<file path="src/design/ctc_pkg.sv">
// shared types, constants and character arithmetic for the transposition decryptor
package ctc_pkg;

   localparam int unsigned MAX_LEN_DEF = 32;
   localparam int unsigned N_W         = 7;
   localparam int unsigned CHAR_W      = 8;
   localparam int unsigned SHIFT_W     = 5;
   localparam int unsigned RAIL_W      = 3;
   localparam int unsigned CSR_DATA_W  = 5;

   localparam logic [CHAR_W-1:0] CHAR_UP_A  = 8'd65;
   localparam logic [CHAR_W-1:0] CHAR_UP_Z  = 8'd90;
   localparam logic [CHAR_W-1:0] CHAR_LO_A  = 8'd97;
   localparam logic [CHAR_W-1:0] CHAR_LO_Z  = 8'd122;
   localparam logic [CHAR_W-1:0] CASE_DIFF  = 8'd32;
   localparam logic [RAIL_W-1:0] RAILS_MIN  = 3'd2;
   localparam logic [RAIL_W-1:0] RAILS_MAX  = 3'd6;

   typedef enum logic [0:0] {
      REG_SHIFT = 1'b0,
      REG_RAILS = 1'b1
   } csr_index_type;

   typedef struct packed {
      logic valid;
      logic last;
   } pend_type;

   // rows = n / rails for rails 2..6, reciprocal multiply exact for n < 128
   function automatic logic [N_W-1:0] div_rails(input logic [N_W-1:0] n,
                                                 input logic [RAIL_W-1:0] r);
      logic [15:0] prod3;
      logic [15:0] prod5;
      logic [N_W-1:0] q;
      prod3 = 16'(n) * 16'd171;
      prod5 = 16'(n) * 16'd205;
      case (r)
         3'd3:    q = N_W'(prod3 >> 9);
         3'd4:    q = n >> 2;
         3'd5:    q = N_W'(prod5 >> 10);
         3'd6:    q = N_W'(prod3 >> 10);
         default: q = n >> 1;
      endcase
      return q;
   endfunction

   function automatic logic [CHAR_W-1:0] unshift(input logic [CHAR_W-1:0] c,
                                                  input logic [SHIFT_W-1:0] sh);
      logic [CHAR_W-1:0] lo;
      logic signed [9:0] v;
      logic [CHAR_W-1:0] r;
      lo = (c >= CHAR_UP_A && c <= CHAR_UP_Z) ? c + CASE_DIFF : c;
      v = $signed({2'b00, lo}) - $signed({5'b00000, sh});
      if (v < $signed({2'b00, CHAR_LO_A}))
         v = v + 10'sd26;
      r = v[CHAR_W-1:0];
      return (r >= CHAR_LO_A && r <= CHAR_LO_Z) ? r - CASE_DIFF : r;
   endfunction

endpackage

</file>
<file path="src/design/ctc_if.sv">
// handshake channels for requests, responses and register writes
interface ctc_req_if import ctc_pkg::*; ();
   logic              valid;
   logic              ready;
   logic [CHAR_W-1:0] cipher_char;
   logic              is_last;
   modport source (output valid, cipher_char, is_last, input ready);
   modport sink   (input valid, cipher_char, is_last, output ready);
endinterface

interface ctc_rsp_if import ctc_pkg::*; ();
   logic              valid;
   logic              ready;
   logic [CHAR_W-1:0] plain_char;
   logic              last_out;
   modport source (output valid, plain_char, last_out, input ready);
   modport sink   (input valid, plain_char, last_out, output ready);
endinterface

interface ctc_csr_if import ctc_pkg::*; ();
   logic                  valid;
   logic                  ready;
   csr_index_type         index;
   logic [CSR_DATA_W-1:0] data;
   modport source (output valid, index, data, input ready);
   modport sink   (input valid, index, data, output ready);
endinterface

</file>
<file path="src/design/ctc_out_stage.sv">
// unshift of the read character and the response output register
module ctc_out_stage import ctc_pkg::*; (
   input  logic               clock,
   input  logic               reset,
   input  logic [SHIFT_W-1:0] shift,
   input  logic [CHAR_W-1:0]  rd_data,
   input  pend_type           pend,
   output logic               take,
   ctc_rsp_if.source          rsp
);

   logic              out_valid_ff;
   logic              out_valid_in;
   logic [CHAR_W-1:0] out_char_ff;
   logic              out_last_ff;

   assign take = pend.valid && (!out_valid_ff || rsp.ready);

   always_comb begin
      out_valid_in = out_valid_ff;
      if (take)
         out_valid_in = 1'b1;
      else if (rsp.ready)
         out_valid_in = 1'b0;
   end

   always_ff @(posedge clock) begin
      if (reset)
         out_valid_ff <= 1'b0;
      else
         out_valid_ff <= out_valid_in;
   end

   always_ff @(posedge clock) begin
      if (take) begin
         out_char_ff <= unshift(rd_data, shift);
         out_last_ff <= pend.last;
      end
   end

   assign rsp.valid      = out_valid_ff;
   assign rsp.plain_char = out_char_ff;
   assign rsp.last_out   = out_last_ff;

endmodule

</file>
<file path="src/design/columnar_transposition_caesar_decrypt_core.sv">
// top level: character store, transposed read sequencer and register file
// input transfers are accepted only while loading; the store accepts one char per cycle
// after the last char, each result is read into a read register and then unshifted into
// the output register, one per cycle while the response side is ready, limited by the
// single read port of the store
// reset (synchronous) empties the string, sets shift 0 and rail count 2; store contents stay
module columnar_transposition_caesar_decrypt_core import ctc_pkg::*; #(
   parameter int unsigned MAX_LEN = MAX_LEN_DEF
) (
   input logic        clock,
   input logic        reset,
   ctc_req_if.sink    req,
   ctc_rsp_if.source  rsp,
   ctc_csr_if.sink    csr
);

   localparam int unsigned AW = (MAX_LEN > 1) ? $clog2(MAX_LEN) : 1;
   localparam int unsigned CW = $clog2(MAX_LEN + 1);

   typedef enum logic [1:0] {
      ST_LOAD = 2'b01,
      ST_EMIT = 2'b10
   } state_type;

   state_type          state_ff, state_in;
   logic [CW-1:0]      count_ff, count_in;
   logic [SHIFT_W-1:0] shift_ff;
   logic [RAIL_W-1:0]  rail_reg_ff;
   logic               pend_ff, pend_in;
   logic               pend_last_ff;
   logic               issue_done_ff, issue_done_in;

   logic [CW-1:0]      n_ff, rows_ff, p_ff, i_ff, src_ff;
   logic [RAIL_W-1:0]  rails_ff, j_ff;
   logic               tail_ff;
   logic [CHAR_W-1:0]  rd_data_ff;
   logic [CHAR_W-1:0]  mem [MAX_LEN];

   logic               accept, room, take, issue, last_issue, leave;
   logic [CW-1:0]      n_next, rows_next;
   logic [RAIL_W-1:0]  rails_clamp;
   pend_type           pend;

   assign req.ready = (state_ff == ST_LOAD);
   assign csr.ready = 1'b1;
   assign accept    = req.valid && req.ready;
   assign room      = (count_ff < CW'(MAX_LEN));
   assign n_next    = count_ff + CW'(room);
   assign rails_clamp = (rail_reg_ff < RAILS_MIN) ? RAILS_MIN :
                        (rail_reg_ff > RAILS_MAX) ? RAILS_MAX : rail_reg_ff;
   assign rows_next = CW'(div_rails(N_W'(n_next), rails_clamp));

   assign issue      = (state_ff == ST_EMIT) && !issue_done_ff && (!pend_ff || take);
   assign last_issue = (p_ff == n_ff - CW'(1));
   assign leave      = take && pend_last_ff;

   always_comb begin
      state_in      = state_ff;
      count_in      = count_ff;
      issue_done_in = issue_done_ff;
      unique case (state_ff)
         ST_LOAD: begin
            if (accept) begin
               count_in = n_next;
               if (req.is_last) begin
                  state_in      = ST_EMIT;
                  count_in      = '0;
                  issue_done_in = 1'b0;
               end
            end
         end
         ST_EMIT: begin
            if (issue && last_issue)
               issue_done_in = 1'b1;
            if (leave)
               state_in = ST_LOAD;
         end
         default: state_in = ST_LOAD;
      endcase
   end

   always_comb begin
      pend_in = pend_ff;
      if (issue)
         pend_in = 1'b1;
      else if (take)
         pend_in = 1'b0;
   end

   always_ff @(posedge clock) begin
      if (reset) begin
         state_ff      <= ST_LOAD;
         count_ff      <= '0;
         pend_ff       <= 1'b0;
         issue_done_ff <= 1'b1;
         shift_ff      <= '0;
         rail_reg_ff   <= RAILS_MIN;
      end else begin
         state_ff      <= state_in;
         count_ff      <= count_in;
         pend_ff       <= pend_in;
         issue_done_ff <= issue_done_in;
         if (csr.valid) begin
            unique case (csr.index)
               REG_SHIFT: shift_ff    <= csr.data;
               REG_RAILS: rail_reg_ff <= csr.data[RAIL_W-1:0];
            endcase
         end
      end
   end

   // character store, one write port while loading and one read port while emitting
   always_ff @(posedge clock) begin
      if (accept && room)
         mem[count_ff[AW-1:0]] <= req.cipher_char;
      if (issue)
         rd_data_ff <= mem[src_ff[AW-1:0]];
   end

   // read address steps by the row count across the rails for each whole row, then straight through the tail
   always_ff @(posedge clock) begin
      if (accept && req.is_last) begin
         n_ff     <= n_next;
         rows_ff  <= rows_next;
         rails_ff <= rails_clamp;
         p_ff     <= '0;
         i_ff     <= '0;
         j_ff     <= '0;
         src_ff   <= '0;
         tail_ff  <= (rows_next == '0);
      end else if (issue) begin
         pend_last_ff <= last_issue;
         p_ff         <= p_ff + CW'(1);
         if (tail_ff) begin
            src_ff <= p_ff + CW'(1);
         end else if (j_ff == rails_ff - RAIL_W'(1)) begin
            j_ff <= '0;
            i_ff <= i_ff + CW'(1);
            if (i_ff + CW'(1) == rows_ff) begin
               tail_ff <= 1'b1;
               src_ff  <= p_ff + CW'(1);
            end else begin
               src_ff <= i_ff + CW'(1);
            end
         end else begin
            j_ff   <= j_ff + RAIL_W'(1);
            src_ff <= src_ff + rows_ff;
         end
      end
   end

   assign pend.valid = pend_ff;
   assign pend.last  = pend_last_ff;

   ctc_out_stage u_out_stage (
      .clock   (clock),
      .reset   (reset),
      .shift   (shift_ff),
      .rd_data (rd_data_ff),
      .pend    (pend),
      .take    (take),
      .rsp     (rsp)
   );

   a_read_in_string: assert property (@(posedge clock) disable iff (reset)
      issue |-> (src_ff < n_ff))
      else $error("read address beyond stored string");

   a_load_store_idle: assert property (@(posedge clock) disable iff (reset)
      req.ready |-> !pend_ff)
      else $error("accepting chars while a read is pending");

   a_back_to_load: assert property (@(posedge clock) disable iff (reset)
      leave |=> (state_ff == ST_LOAD && count_ff == '0))
      else $error("not back in load after final transfer");

endmodule
</file>
<file path="src/flat_wrapper.sv">
// flat-port wrapper written by rule: the top's interface ports become plain ports
module columnar_transposition_caesar_decrypt_core_flat import ctc_pkg::*;
#(
   parameter int unsigned MAX_LEN = MAX_LEN_DEF
)
  (clock, reset, req_valid, req_cipher_char, req_is_last, req_ready, rsp_valid, rsp_plain_char, rsp_last_out, rsp_ready, csr_valid, csr_index, csr_data, csr_ready);
  ctc_req_if req_i ();
  ctc_rsp_if rsp_i ();
  ctc_csr_if csr_i ();
  input logic clock;
  input logic reset;
  input wire logic [$bits(req_i.valid)-1:0] req_valid;
  input wire logic [$bits(req_i.cipher_char)-1:0] req_cipher_char;
  input wire logic [$bits(req_i.is_last)-1:0] req_is_last;
  output wire logic [$bits(req_i.ready)-1:0] req_ready;
  output wire logic [$bits(rsp_i.valid)-1:0] rsp_valid;
  output wire logic [$bits(rsp_i.plain_char)-1:0] rsp_plain_char;
  output wire logic [$bits(rsp_i.last_out)-1:0] rsp_last_out;
  input wire logic [$bits(rsp_i.ready)-1:0] rsp_ready;
  input wire logic [$bits(csr_i.valid)-1:0] csr_valid;
  input wire logic [$bits(csr_i.index)-1:0] csr_index;
  input wire logic [$bits(csr_i.data)-1:0] csr_data;
  output wire logic [$bits(csr_i.ready)-1:0] csr_ready;
  assign req_i.valid = req_valid;
  assign req_i.cipher_char = req_cipher_char;
  assign req_i.is_last = req_is_last;
  assign req_ready = req_i.ready;
  assign rsp_valid = rsp_i.valid;
  assign rsp_plain_char = rsp_i.plain_char;
  assign rsp_last_out = rsp_i.last_out;
  assign rsp_i.ready = rsp_ready;
  assign csr_i.valid = csr_valid;
  assign csr_i.index = csr_index;
  assign csr_i.data = csr_data;
  assign csr_ready = csr_i.ready;
  columnar_transposition_caesar_decrypt_core #(.MAX_LEN(MAX_LEN)) u_core (.clock(clock), .reset(reset), .req(req_i), .rsp(rsp_i), .csr(csr_i));
endmodule
</file>
<file path="config.mk">
export PLATFORM = sky130hd
export DESIGN_NAME = columnar_transposition_caesar_decrypt_core_flat
export DESIGN_NICKNAME = d
export VERILOG_FILES = /design/src/design/ctc_pkg.sv /design/src/design/ctc_if.sv /design/src/design/ctc_out_stage.sv /design/src/design/columnar_transposition_caesar_decrypt_core.sv /design/src/flat_wrapper.sv
export SDC_FILE = /design/constraint.sdc
export NUM_CORES = 1
export LEC_CHECK = 0
export BUFFER_PORTS_ARGS = -buffer_cell sky130_fd_sc_hd__buf_2
export CORE_UTILIZATION = 25
export DETAILED_ROUTE_END_ITERATION = 8
export SLEW_MARGIN = 40
export SYNTH_ARGS = -nofsm -noshare
export SYNTH_HDL_FRONTEND = slang
export SYNTH_SLANG_ARGS = --single-unit
</file>
<file path="constraint.sdc">
create_clock -name clock -period 15.5 [get_ports clock]
set_input_delay 3.1 -clock clock [delete_from_list [all_inputs] [get_ports clock]]
set_output_delay 3.1 -clock clock [all_outputs]
set_load 0.02 [all_outputs]
</file>
==> metrics.txt, run 1 <==
clock root buffer master clkbuf_16; vias per cell 4.54; Skew-Pair Late Insertion Delay 0.55 ns; sequential share of power 0.508; skew final 0.0166 ns; Area Growth Syn to Fin 14.8%; initial antenna violation count 2; clock power share 0.454; M1 GR Usage 0.145; ys flop type edfxtp_1; GRT met2 Usage 0.175; post-cts sizing count 0; worst slew pin tran 0.802 ns; max-slew violations 0; Final #Nets 1110; via count 8241; Final Hold Viols 0; GRT Util Overall 0.108; Static Leak 5.83 nW; Die Span Y 248 um; Sw Pwr 0.000408 W; mapped cell area 15200 sq um; nature of the critical path startpoint flip-flop; critical-path cell list inv_1, ha_1, ha_1, nand3_1, xor2_1, inv_1, ha_1, inv_1, fa_1, inv_1, fa_1, ha_1, o21ai_0, a21o_1, a21oi_1, o21a_1, o21ai_1, a222oi_1, a21boi_1, o22ai_1, or4b_1, o32ai_1; first-pass GRT wire length 50.4 mm; Detailed Place HPWL 21.6 mm; Core ar. 59500 sq um; gr ovfl total 0; final core utilization 0.293; period utilization 0.367; Post-synth EDFFs 289; TNS Setup 0 ns; CP required 15.86 ns; largest net degree at the start of global routing 65; Worst slew margin 0.463; flop-to-flop setup slack 9.81 ns; Setup-failing EPs final 0; Worst IR Drop VDD 0.0689 mV; Sw Share 0.213; cell with the most instances after synthesis edfxtp_1; # diodes 0; Worst path slowest cell or4b_1; share of cells above drive strength 1 0.208; Internal Power 0.00151 W; Filler cells 5954; crit path time final 5.69 ns; Area contributors post-synth edfxtp_1, mux4_2, dfxtp_1; f_max 0.176 GHz; io pins 32; Row Count 89; Initial Util 0.255; max incr delay on CP 0.50 ns; Num CTS Buffers 36; GR peak layer met2; Pre-antenna DRT Iters 5; asr flop ratio synth 0; Clock Sinks 328; vias in the first global route 8371; RSZ-0062 raised after global routing false; leading area contributor after synthesis edfxtp_1; maximum clock path buffer count 3; PwrDens 110 nW/um^2; Comb pwr share 0.039; Mapped Cells 978; Worst path top cell family by delay adder cells; Iteration-0 DRC Markers 580; WL final 32.7 mm; share of the synthesized area in the top cell type 0.572; DIE AREA 61700 sq um; Worst Hold Class reg2reg; kind of critical path reg2reg; # port buffers 30; Ys Warns 0; Remaining DRCs 0; clock-pin slew on the worst setup and hold paths 0.06 ns; Synthesized Nets 1074; critical path endpoint category flip-flop; outcome complete, no violations; Mapped Avg Cell Area 15.5 sq um; CP arrival 6.04 ns; crit path buf inv count 4; postcts setup bufs 0; antenna viol nets, final 0; H-Tree Depth 2; GP Congestion 0.810; Hold-fix buffers, CTS 0; die width 248 um; Yosys reg bits 328; Unique masters post-synth 74; M3 GR Usage 0.0217; critical path peak fanout 9; sequential fraction of the synthesis area 0.623; total of max-cap violations 0; most frequent cells after synthesis edfxtp_1, nor2_1, mux4_2; CTS tree done; WL per Instance 18.0 um
path summary, 6_finish.rpt:
check / start / endpoint / depth (start not counted)
max: u_core.count_ff[5] / u_core.tail_ff / 22
min: u_core.pend_last_ff / u_core.u_out_stage.rsp.last_out / 0
max reg2reg: u_core.count_ff[5] / u_core.tail_ff / 22
min reg2reg: u_core.pend_last_ff / u_core.u_out_stage.rsp.last_out / 0
cells in the final DEF, fill, tap and decap left out, types with 5 or more instances in the layout:
master,count
a21oi_1,30
buf_2,30
clkbuf_1,7
clkbuf_16,37
clkinv_1,6
clkinv_2,6
dfxtp_1,36
edfxtp_1,289
fa_1,15
ha_1,61
inv_1,56
mux2_2,8
mux2i_1,5
mux4_2,80
nand2_1,33
nand2b_1,8
nand3_1,19
nand4_1,5
nor2_1,84
nor2_2,13
nor2b_1,6
nor3_1,19
o21ai_0,23
o22ai_1,5
or2_2,6
xnor2_1,24
xor2_1,27
logic make-up (layout without fill, tap and decap cells):
kind of cell | after synthesis | after routing | share of synthesized area
simple gates | 219 | 219 | 0.0686
xor+xnor | 52 | 52 | 0.0305
fa+ha+maj | 77 | 77 | 0.0707
mux | 94 | 94 | 0.129
compound gates | 113 | 113 | 0.0542
other cells | 1 | 1 | 0.000247
buf+inv | 94 | 157 | 0.0235
flops | 328 | 328 | 0.623
power by group through the flow:
stage / Sequential (W) / Combinational, W / Clock [W]
floorplan: 0.000988 / 0.0000473 / 0
global placement: 0.000990 / 0.0000727 / 0
detailed placement: 0.000991 / 0.0000744 / 0
CTS: 0.000972 / 0.0000749 / 0.000885
global route: 0.000972 / 0.0000827 / 0.000917
finish: 0.000972 / 0.0000737 / 0.000868
state kept, by name (all words and copies together), names as in the netlist:
| name | flops |
|---|---|
| u_core.mem | 256 |
| u_core.rails_ff | 3 |
| u_core.count_ff | 6 |
| u_core.pend_ff | 1 |
| u_core.j_ff | 3 |
| u_core.shift_ff | 5 |
| u_core.u_out_stage.rsp.last_out | 1 |
| u_core.u_out_stage.rsp.plain_char | 8 |
| u_core.u_out_stage.rsp.valid | 1 |
| u_core.p_ff | 6 |
| u_core.rd_data_ff | 8 |
| u_core.src_ff | 5 |
| u_core.rail_reg_ff | 3 |
| u_core.issue_done_ff | 1 |
| u_core.i_ff | 6 |
| u_core.state_ff | 2 |
| u_core.rows_ff | 5 |
| u_core.n_ff | 6 |
| u_core.tail_ff | 1 |
| u_core.pend_last_ff | 1 |
through the flow:
step	instances	power [W]	hold slack (ns)	worst slack (ns)	cell area (sq um)
CTS	1814	0.00193	0.496	9.81	17400
global placement	1749	0.00106	0.476	9.97	16200
finish	1814	0.00191	0.489	9.81	17400
detailed placement	1749	0.00107	0.483	9.85	16200
global route	1814	0.00197	0.516	9.27	17400
floorplan	978	0.00104	0.427	10.47	15200
final cells by class:
| type | instances | area [sq um] | share of cell area |
|---|---|---|---|
| clock inverters | 21 | 244 | 0.0140 |
| inverters | 58 | 218 | 0.0125 |
| multi-input cells | 556 | 5400 | 0.310 |
| repair buffers | 34 | 184 | 0.0106 |
| clock buffers | 44 | 952 | 0.0546 |
| flip-flops and latches | 328 | 9470 | 0.543 |
| well taps | 773 | 967 | 0.0555 |
worst register-to-register path, stage by stage, from the launching register on:
cell      delay, ns
dfxtp_1        0.37
inv_1          0.09
ha_1           0.22
ha_1           0.24
nand3_1        0.11
xor2_1         0.36
inv_1          0.30
ha_1           0.32
inv_1          0.08
fa_1           0.41
inv_1          0.09
fa_1           0.42
ha_1           0.28
o21ai_0        0.07
a21o_1         0.16
a21oi_1        0.26
o21a_1         0.17
o21ai_1        0.08
a222oi_1       0.42
a21boi_1       0.21
o22ai_1        0.11
or4b_1         0.50
o32ai_1        0.24
metal layers:
layer | wire length (um) | vias up
met5 | 18 | -
met4 | 584 | 4
met3 | 1610 | 39
met2 | 15800 | 189
met1 | 14700 | 4185
li1 | - | 3824
No activity file was read; power rests on OpenSTA's default activity.
==> inputs of run 2 (changes only) <==
--- a/config.mk
+++ b/config.mk
@@ -5,6 +5,7 @@
 export SDC_FILE = /design/constraint.sdc
 export NUM_CORES = 1
 export LEC_CHECK = 0
+export ABC_AREA = 1
 export BUFFER_PORTS_ARGS = -buffer_cell sky130_fd_sc_hd__buf_2
 export CORE_UTILIZATION = 25
 export DETAILED_ROUTE_END_ITERATION = 8
==> constraint.sdc (replaced) <==
create_clock -name clock -period 5.5 [get_ports clock]
set_input_delay 1.1 -clock clock [delete_from_list [all_inputs] [get_ports clock]]
set_output_delay 1.1 -clock clock [all_outputs]
set_load 0.02 [all_outputs]
==> metrics.txt, run 2 <==
outcome complete, no violations; kind of critical path reg2reg; asr flop ratio synth 0 (unchanged); crit path time final 4.66 ns (-1.02 ns); Final Hold Viols 0 (unchanged); CP required 5.76 ns (-10.10 ns); critical path endpoint category flip-flop; Hold-fix buffers, CTS 0 (unchanged); period utilization 0.848 (+0.481); Worst slew margin 0.413 (-0.0506); CP arrival 4.93 ns (-1.11 ns); initial antenna violation count 3 (+1); Static Leak 6.43 nW (+10%); Mapped Avg Cell Area 10.8 sq um (-30%); DP Area 16600 sq um (+2.6%); vias per cell 4.59 (+0.94%); ys flop type edfxtp_1; Initial Util 0.252 (-0.00279); Final #Nets 1550 (+40%); Internal Power 0.00405 W (+170%); # port buffers 30 (unchanged); Detailed Place HPWL 23.9 mm (+11%); via count 10616 (+29%); f_max 0.214 GHz (+22%); share of the synthesized area in the top cell type 0.558 (-0.0137); Die Span Y 251 um (+1.2%); nature of the critical path startpoint flip-flop; worst slew pin tran 0.877 ns (+0.0756 ns); critical-path cell list inv_1, ha_1, ha_1, nand3_1, xor2_1, ha_1, inv_1, fa_1, inv_1, fa_1, ha_1, a21o_1, nand2_1, nand2_1, inv_1, a21oi_1, o21ai_0, nand3b_1, nand3_1, nand2_1, nor3b_1, inv_1; GP Congestion 0.822 (+1.6%); Iteration-0 DRC Markers 809 (+39%); Remaining DRCs 0 (unchanged); Sw Pwr 0.00113 W (+180%); antenna viol nets, final 0 (unchanged); Area Growth Syn to Fin 13.9%; Comb pwr share 0.046 (+0.007); DIE AREA 63200 sq um (+2.4%); sequential share of power 0.529 (+0.021); largest net degree at the start of global routing 73 (+12%); vias in the first global route 10475 (+25%); clock power share 0.426 (-0.028); maximum clock path buffer count 3 (unchanged); clock root buffer master clkbuf_16; max-slew violations 0 (unchanged); most frequent cells in the layout edfxtp_1, nor2_1, o21ai_0; PwrDens 293 nW/um^2 (+170%); total of max-cap violations 0 (unchanged); skew final 0.0222 ns (+0.00559 ns); Post-synth EDFFs 289 (unchanged); Worst IR Drop VDD 0.208 mV (+200%); most frequent cells after synthesis edfxtp_1, nor2_1, o21ai_0; clock-pin slew on the worst setup and hold paths 0.06 ns (about the same); Sw Share 0.218 (+0.00473); Ys Warns 0 (unchanged); Area contributors post-synth edfxtp_1, o21ai_0, nor2_1; H-Tree Depth 2 (unchanged); GRT Util Overall 0.117 (+0.00881); TNS Setup 0 ns (unchanged); share of cells above drive strength 1 0.0954 (-0.113); Worst Hold Class reg2reg; Pre-antenna DRT Iters 5 (unchanged); most used cell, CP inv_1; RSZ-0062 raised after global routing false; Design Area, Final 17700 sq um (+1.6%); Worst path slowest cell xor2_1; commonest non-fill, non-tap cell in the layout edfxtp_1; # diodes 0 (unchanged); sequential fraction of the synthesis area 0.608 (-0.0149); post-cts sizing count 0 (unchanged); max incr delay on CP 0.49 ns (about the same); Synthesized Nets 1530 (+42%); Skew-Pair Late Insertion Delay 0.53 ns (-0.02 ns); Clock Sinks 328 (unchanged); CTS tree done; Setup-failing EPs final 0 (unchanged); max reg flops 256 (unchanged); cell with the most instances after synthesis edfxtp_1; WL per Instance 16.1 um (-11%); critical path peak fanout 7 (-2); postcts setup bufs 0 (unchanged); Unique masters post-synth 44 (-41%); leading area contributor after synthesis edfxtp_1; Core ar. 61600 sq um (+3.6%); final core utilization 0.287 (-0.00562); Row Count 91 (+2.2%); Yosys reg bits 328 (unchanged); mapped cell area 15500 sq um (+2.5%); WL final 37.2 mm (+14%); die width 251 um (+1.2%); first-pass GRT wire length 58.2 mm (+16%); gr ovfl total 0 (unchanged); Mapped Cells 1434 (+47%); io pins 32 (unchanged); Num CTS Buffers 35 (-2.8%)
run 2: cell count changes after synthesis, sizes merged, moves of 42 or more:
| cell | before | now |
|---|---|---|
| nor2 | 97 | 236 |
| nand3 | 19 | 68 |
| inv | 57 | 125 |
| o21ai | 25 | 176 |
| nand2 | 33 | 159 |
| mux4 | 80 | 0 |
| o221ai | 2 | 44 |
run 2: routing by layer:
layer	wire length (um)	share of wire	global-route usage	vias to the layer above
li1	-	-	-	5113
met5	42	0.0011	0	-
met1	16600	0.45	0.152	5160
met4	789	0.021	0.0354	6
met3	1990	0.054	0.0166	62
met2	17800	0.48	0.200	275
run 2: power groups by stage:
stage	Sequential (W)	Clock, W	Combinational [W]
after floorplan	0.00279	0	0.000150
after global placement	0.00279	0	0.000233
after detailed placement	0.00279	0	0.000239
after CTS	0.00274	0.00224	0.000240
after global routing	0.00274	0.00232	0.000269
final	0.00274	0.00220	0.000237
run 2: cell type report:
type                            count  area [sq um]
Fill cell                        6354         43900
Sequential cell                   328          9460
Multi-Input combinational cell    921          5420
Tap cell                          837          1050
Clock buffer                       44           931
Inverter                          126           474
Timing Repair Buffer               42           240
Clock inverter                     17           128
run 2: kinds of logic after synthesis:
kind of cell | after synthesis | share of synthesized area
AND/OR/NAND/NOR | 495 | 0.138
other | 1 | 0.000241
buffers and inverters | 185 | 0.0450
flip-flops | 328 | 0.608
XOR/XNOR | 40 | 0.0235
adder cells (fa/ha/maj) | 76 | 0.0684
AO/OA/AOI/OAI | 309 | 0.117
run 2: final timing paths:
kind / start / to / slack [ns] / cells past startpoint
setup / recovery: u_core.count_ff[5] / u_core.rows_ff[2] / 0.84 / 22
hold / removal: u_core.pend_last_ff / u_core.u_out_stage.rsp.last_out / 0.46 / 0
setup reg to reg: u_core.count_ff[5] / u_core.rows_ff[2] / 0.84 / 22
hold reg to reg: u_core.pend_last_ff / u_core.u_out_stage.rsp.last_out / 0.46 / 0
run 2: critical path, delay by kind of cell (launching register included):
kind | cells | cell delay [ns]
xor+xnor | 1 | 0.49
flops | 1 | 0.37
compound gates | 3 | 0.53
fa+ha+maj | 6 | 1.95
buf+inv | 5 | 0.34
simple gates | 7 | 0.74
run 2: per-stage QoR:
| stage | hold WS (ns) | setup WS, ns | power [W] | std cells |
|---|---|---|---|---|
| 4_1_cts | 0.455 | 0.851 | 0.00522 | 2315 |
| 2_1_floorplan | 0.427 | 1.11 | 0.00294 | 1434 |
| 3_3_place_gp | 0.439 | 0.957 | 0.00302 | 2254 |
| 3_5_place_dp | 0.442 | 0.884 | 0.00303 | 2254 |
| 5_1_grt | 0.471 | 0.435 | 0.00533 | 2315 |
| 6_report | 0.456 | 0.835 | 0.00518 | 2315 |
==> inputs of run 3 (changes only) <==
--- a/config.mk
+++ b/config.mk
@@ -5,7 +5,7 @@
 export SDC_FILE = /design/constraint.sdc
 export NUM_CORES = 1
 export LEC_CHECK = 0
-export ABC_AREA = 1
+export ABC_AREA = 0
 export BUFFER_PORTS_ARGS = -buffer_cell sky130_fd_sc_hd__buf_2
 export CORE_UTILIZATION = 25
 export DETAILED_ROUTE_END_ITERATION = 8
==> constraint.sdc (replaced) <==
create_clock -name clock -period 4.2 [get_ports clock]
set_input_delay 0.84 -clock clock [delete_from_list [all_inputs] [get_ports clock]]
set_output_delay 0.84 -clock clock [all_outputs]
set_load 0.02 [all_outputs]
==> metrics.txt, run 3 (synthesized netlist as in run 1, its figures left out) <==
DP Area 16800 sq um (+1.2%); total of max-cap violations 0 (unchanged); CP required 4.56 ns (-1.20 ns); io pins 32 (unchanged); Worst Slack Setup Final -0.591 ns (-1.43 ns); largest net degree at the start of global routing 54 (-26%); Row Count 89 (-2.2%); violated checks negative setup slack; Setup-failing EPs final 4 (+4); die width 248 um (-1.2%); Worst slew margin 0.428 (+0.0147); vias per cell 4.47 (-2.5%); WL final 32.9 mm (-12%); antenna viol nets, final 0 (unchanged); share of cells above drive strength 1 0.302 (+0.207); Skew-Pair Late Insertion Delay 0.55 ns (+0.02 ns); Worst IR Drop VDD 0.222 mV (+6.8%); CP arrival 5.15 ns (+0.22 ns); H-Tree Depth 2 (unchanged); Final #Nets 1169 (-25%); # diodes 0 (unchanged); Initial Util 0.255 (+0.00279); Design Area, Final 18400 sq um (+4.0%); via count 8376 (-21%); flop-to-flop setup slack -0.59 ns (-1.43 ns); skew final 0.0167 ns (-0.00549 ns); vias in the first global route 8756 (-16%); Die Span Y 248 um (-1.2%); critical path endpoint category flip-flop; Pre-antenna DRT Iters 5 (unchanged); crit path time final 4.79 ns (+0.127 ns); Num CTS Buffers 37 (+5.7%); kind of critical path reg2reg; Detailed Place HPWL 22.2 mm (-7.0%); Final Hold Viols 0 (unchanged); Remaining DRCs 0 (unchanged); Worst Hold Class reg2reg; clock-pin slew on the worst setup and hold paths 0.06 ns (about the same); nature of the critical path startpoint flip-flop; Iteration-0 DRC Markers 429 (-47%); Area Growth Syn to Fin 21.3%; max-slew violations 0 (unchanged); clock root buffer master clkbuf_16; first-pass GRT wire length 50.4 mm (-13%); most frequent cells in the layout edfxtp_1, mux4_2, nor2_1; GP Congestion 0.806 (-2.0%); outcome complete, but fails checks; RSZ-0062 raised after global routing true; commonest non-fill, non-tap cell in the layout edfxtp_1; PwrDens 397 nW/um^2 (+36%); worst slew pin tran 0.855 ns (-0.0220 ns); Core ar. 59500 sq um (-3.5%); f_max 0.209 GHz (-2.6%); max reg flops 256 (unchanged); Static Leak 6.24 nW (-2.9%); maximum clock path buffer count 3 (unchanged); critical path peak fanout 5 (-2); initial antenna violation count 0 (-3); gr ovfl total 0 (unchanged); Total Power 0.00731 W (+41%); GRT Util Overall 0.108 (-0.00861); DIE AREA 61700 sq um (-2.4%); # port buffers 30 (unchanged); WL per Instance 17.5 um (+9.3%); period utilization 1.14 (+0.293); Clock Sinks 328 (unchanged); CTS tree done
-- run 3: routing by layer --
layer	global-route usage	wire length [um]	vias up
li1	-	-	3943
met1	0.131	13800	4254
met2	0.193	17100	133
met3	0.0158	1130	46
met4	0.0391	847	0
met5	0	0	-
-- run 3: what timing repair did --
action	CTS	global route
endpoints found under the setup margin	6	6
hold buffers	0	0
buffers inserted	3	2
cloned	0	0
pin swaps	8	26
endpoints found under the hold margin	0	0
gates resized for setup	20	24
-- run 3: worst paths after layout --
check	startpoint	end	depth (start not counted)
max	u_core.count_ff[5]	u_core.tail_ff	22
min	u_core.pend_last_ff	u_core.u_out_stage.rsp.last_out	0
max reg2reg	u_core.count_ff[5]	u_core.tail_ff	22
min reg2reg	u_core.pend_last_ff	u_core.u_out_stage.rsp.last_out	0
-- run 3: per-stage QoR --
| step | setup WS, ns | hold WS, ns | setup TNS [ns] | std cells | utilization |
|---|---|---|---|---|---|
| 6_report | -0.591 | 0.470 | -0.881 | 1874 | 0.310 |
| 2_1_floorplan | -0.390 | 0.427 | -0.390 | 978 | - |
| 3_5_place_dp | -0.596 | 0.469 | -1.36 | 1804 | 0.283 |
| 4_1_cts | -0.579 | 0.467 | -1.01 | 1873 | 0.307 |
| 3_3_place_gp | -0.510 | 0.460 | -1.03 | 1804 | 0.283 |
| 5_1_grt | -0.768 | 0.475 | -1.60 | 1874 | 0.310 |
-- run 3: where the power goes --
group          switching (W)  total (W)  internal, W
registers          0.0000176    0.00359      0.00357
clock network        0.00132    0.00342      0.00210
logic               0.000187   0.000305     0.000118
total                0.00152    0.00731      0.00579
-- run 3: area by class of cell --
type	instances	area (sq um)
Fill cell	5825	41100
Sequential cell	328	9470
Multi-Input combinational cell	556	5780
Clock buffer	50	1030
Tap cell	773	967
Timing Repair Buffer	92	672
Clock inverter	17	269
Inverter	58	223
-- run 3: worst max-delay path, cell delays in order (launching register included) --
cell and delay, ns:
dfxtp_2 0.33, inv_4 0.06, ha_4 0.15, ha_4 0.16, nand3_4 0.10, xor2_4 0.17
inv_4 0.11, ha_4 0.14, inv_2 0.03, fa_1 0.48, inv_1 0.06, fa_1 0.46
ha_1 0.29, o21ai_1 0.06, a21o_1 0.16, a21oi_2 0.17, o21a_1 0.15, o21ai_1 0.07
a222oi_1 0.39, a21boi_2 0.25, o22ai_2 0.10, or4b_1 0.51, o32ai_1 0.22
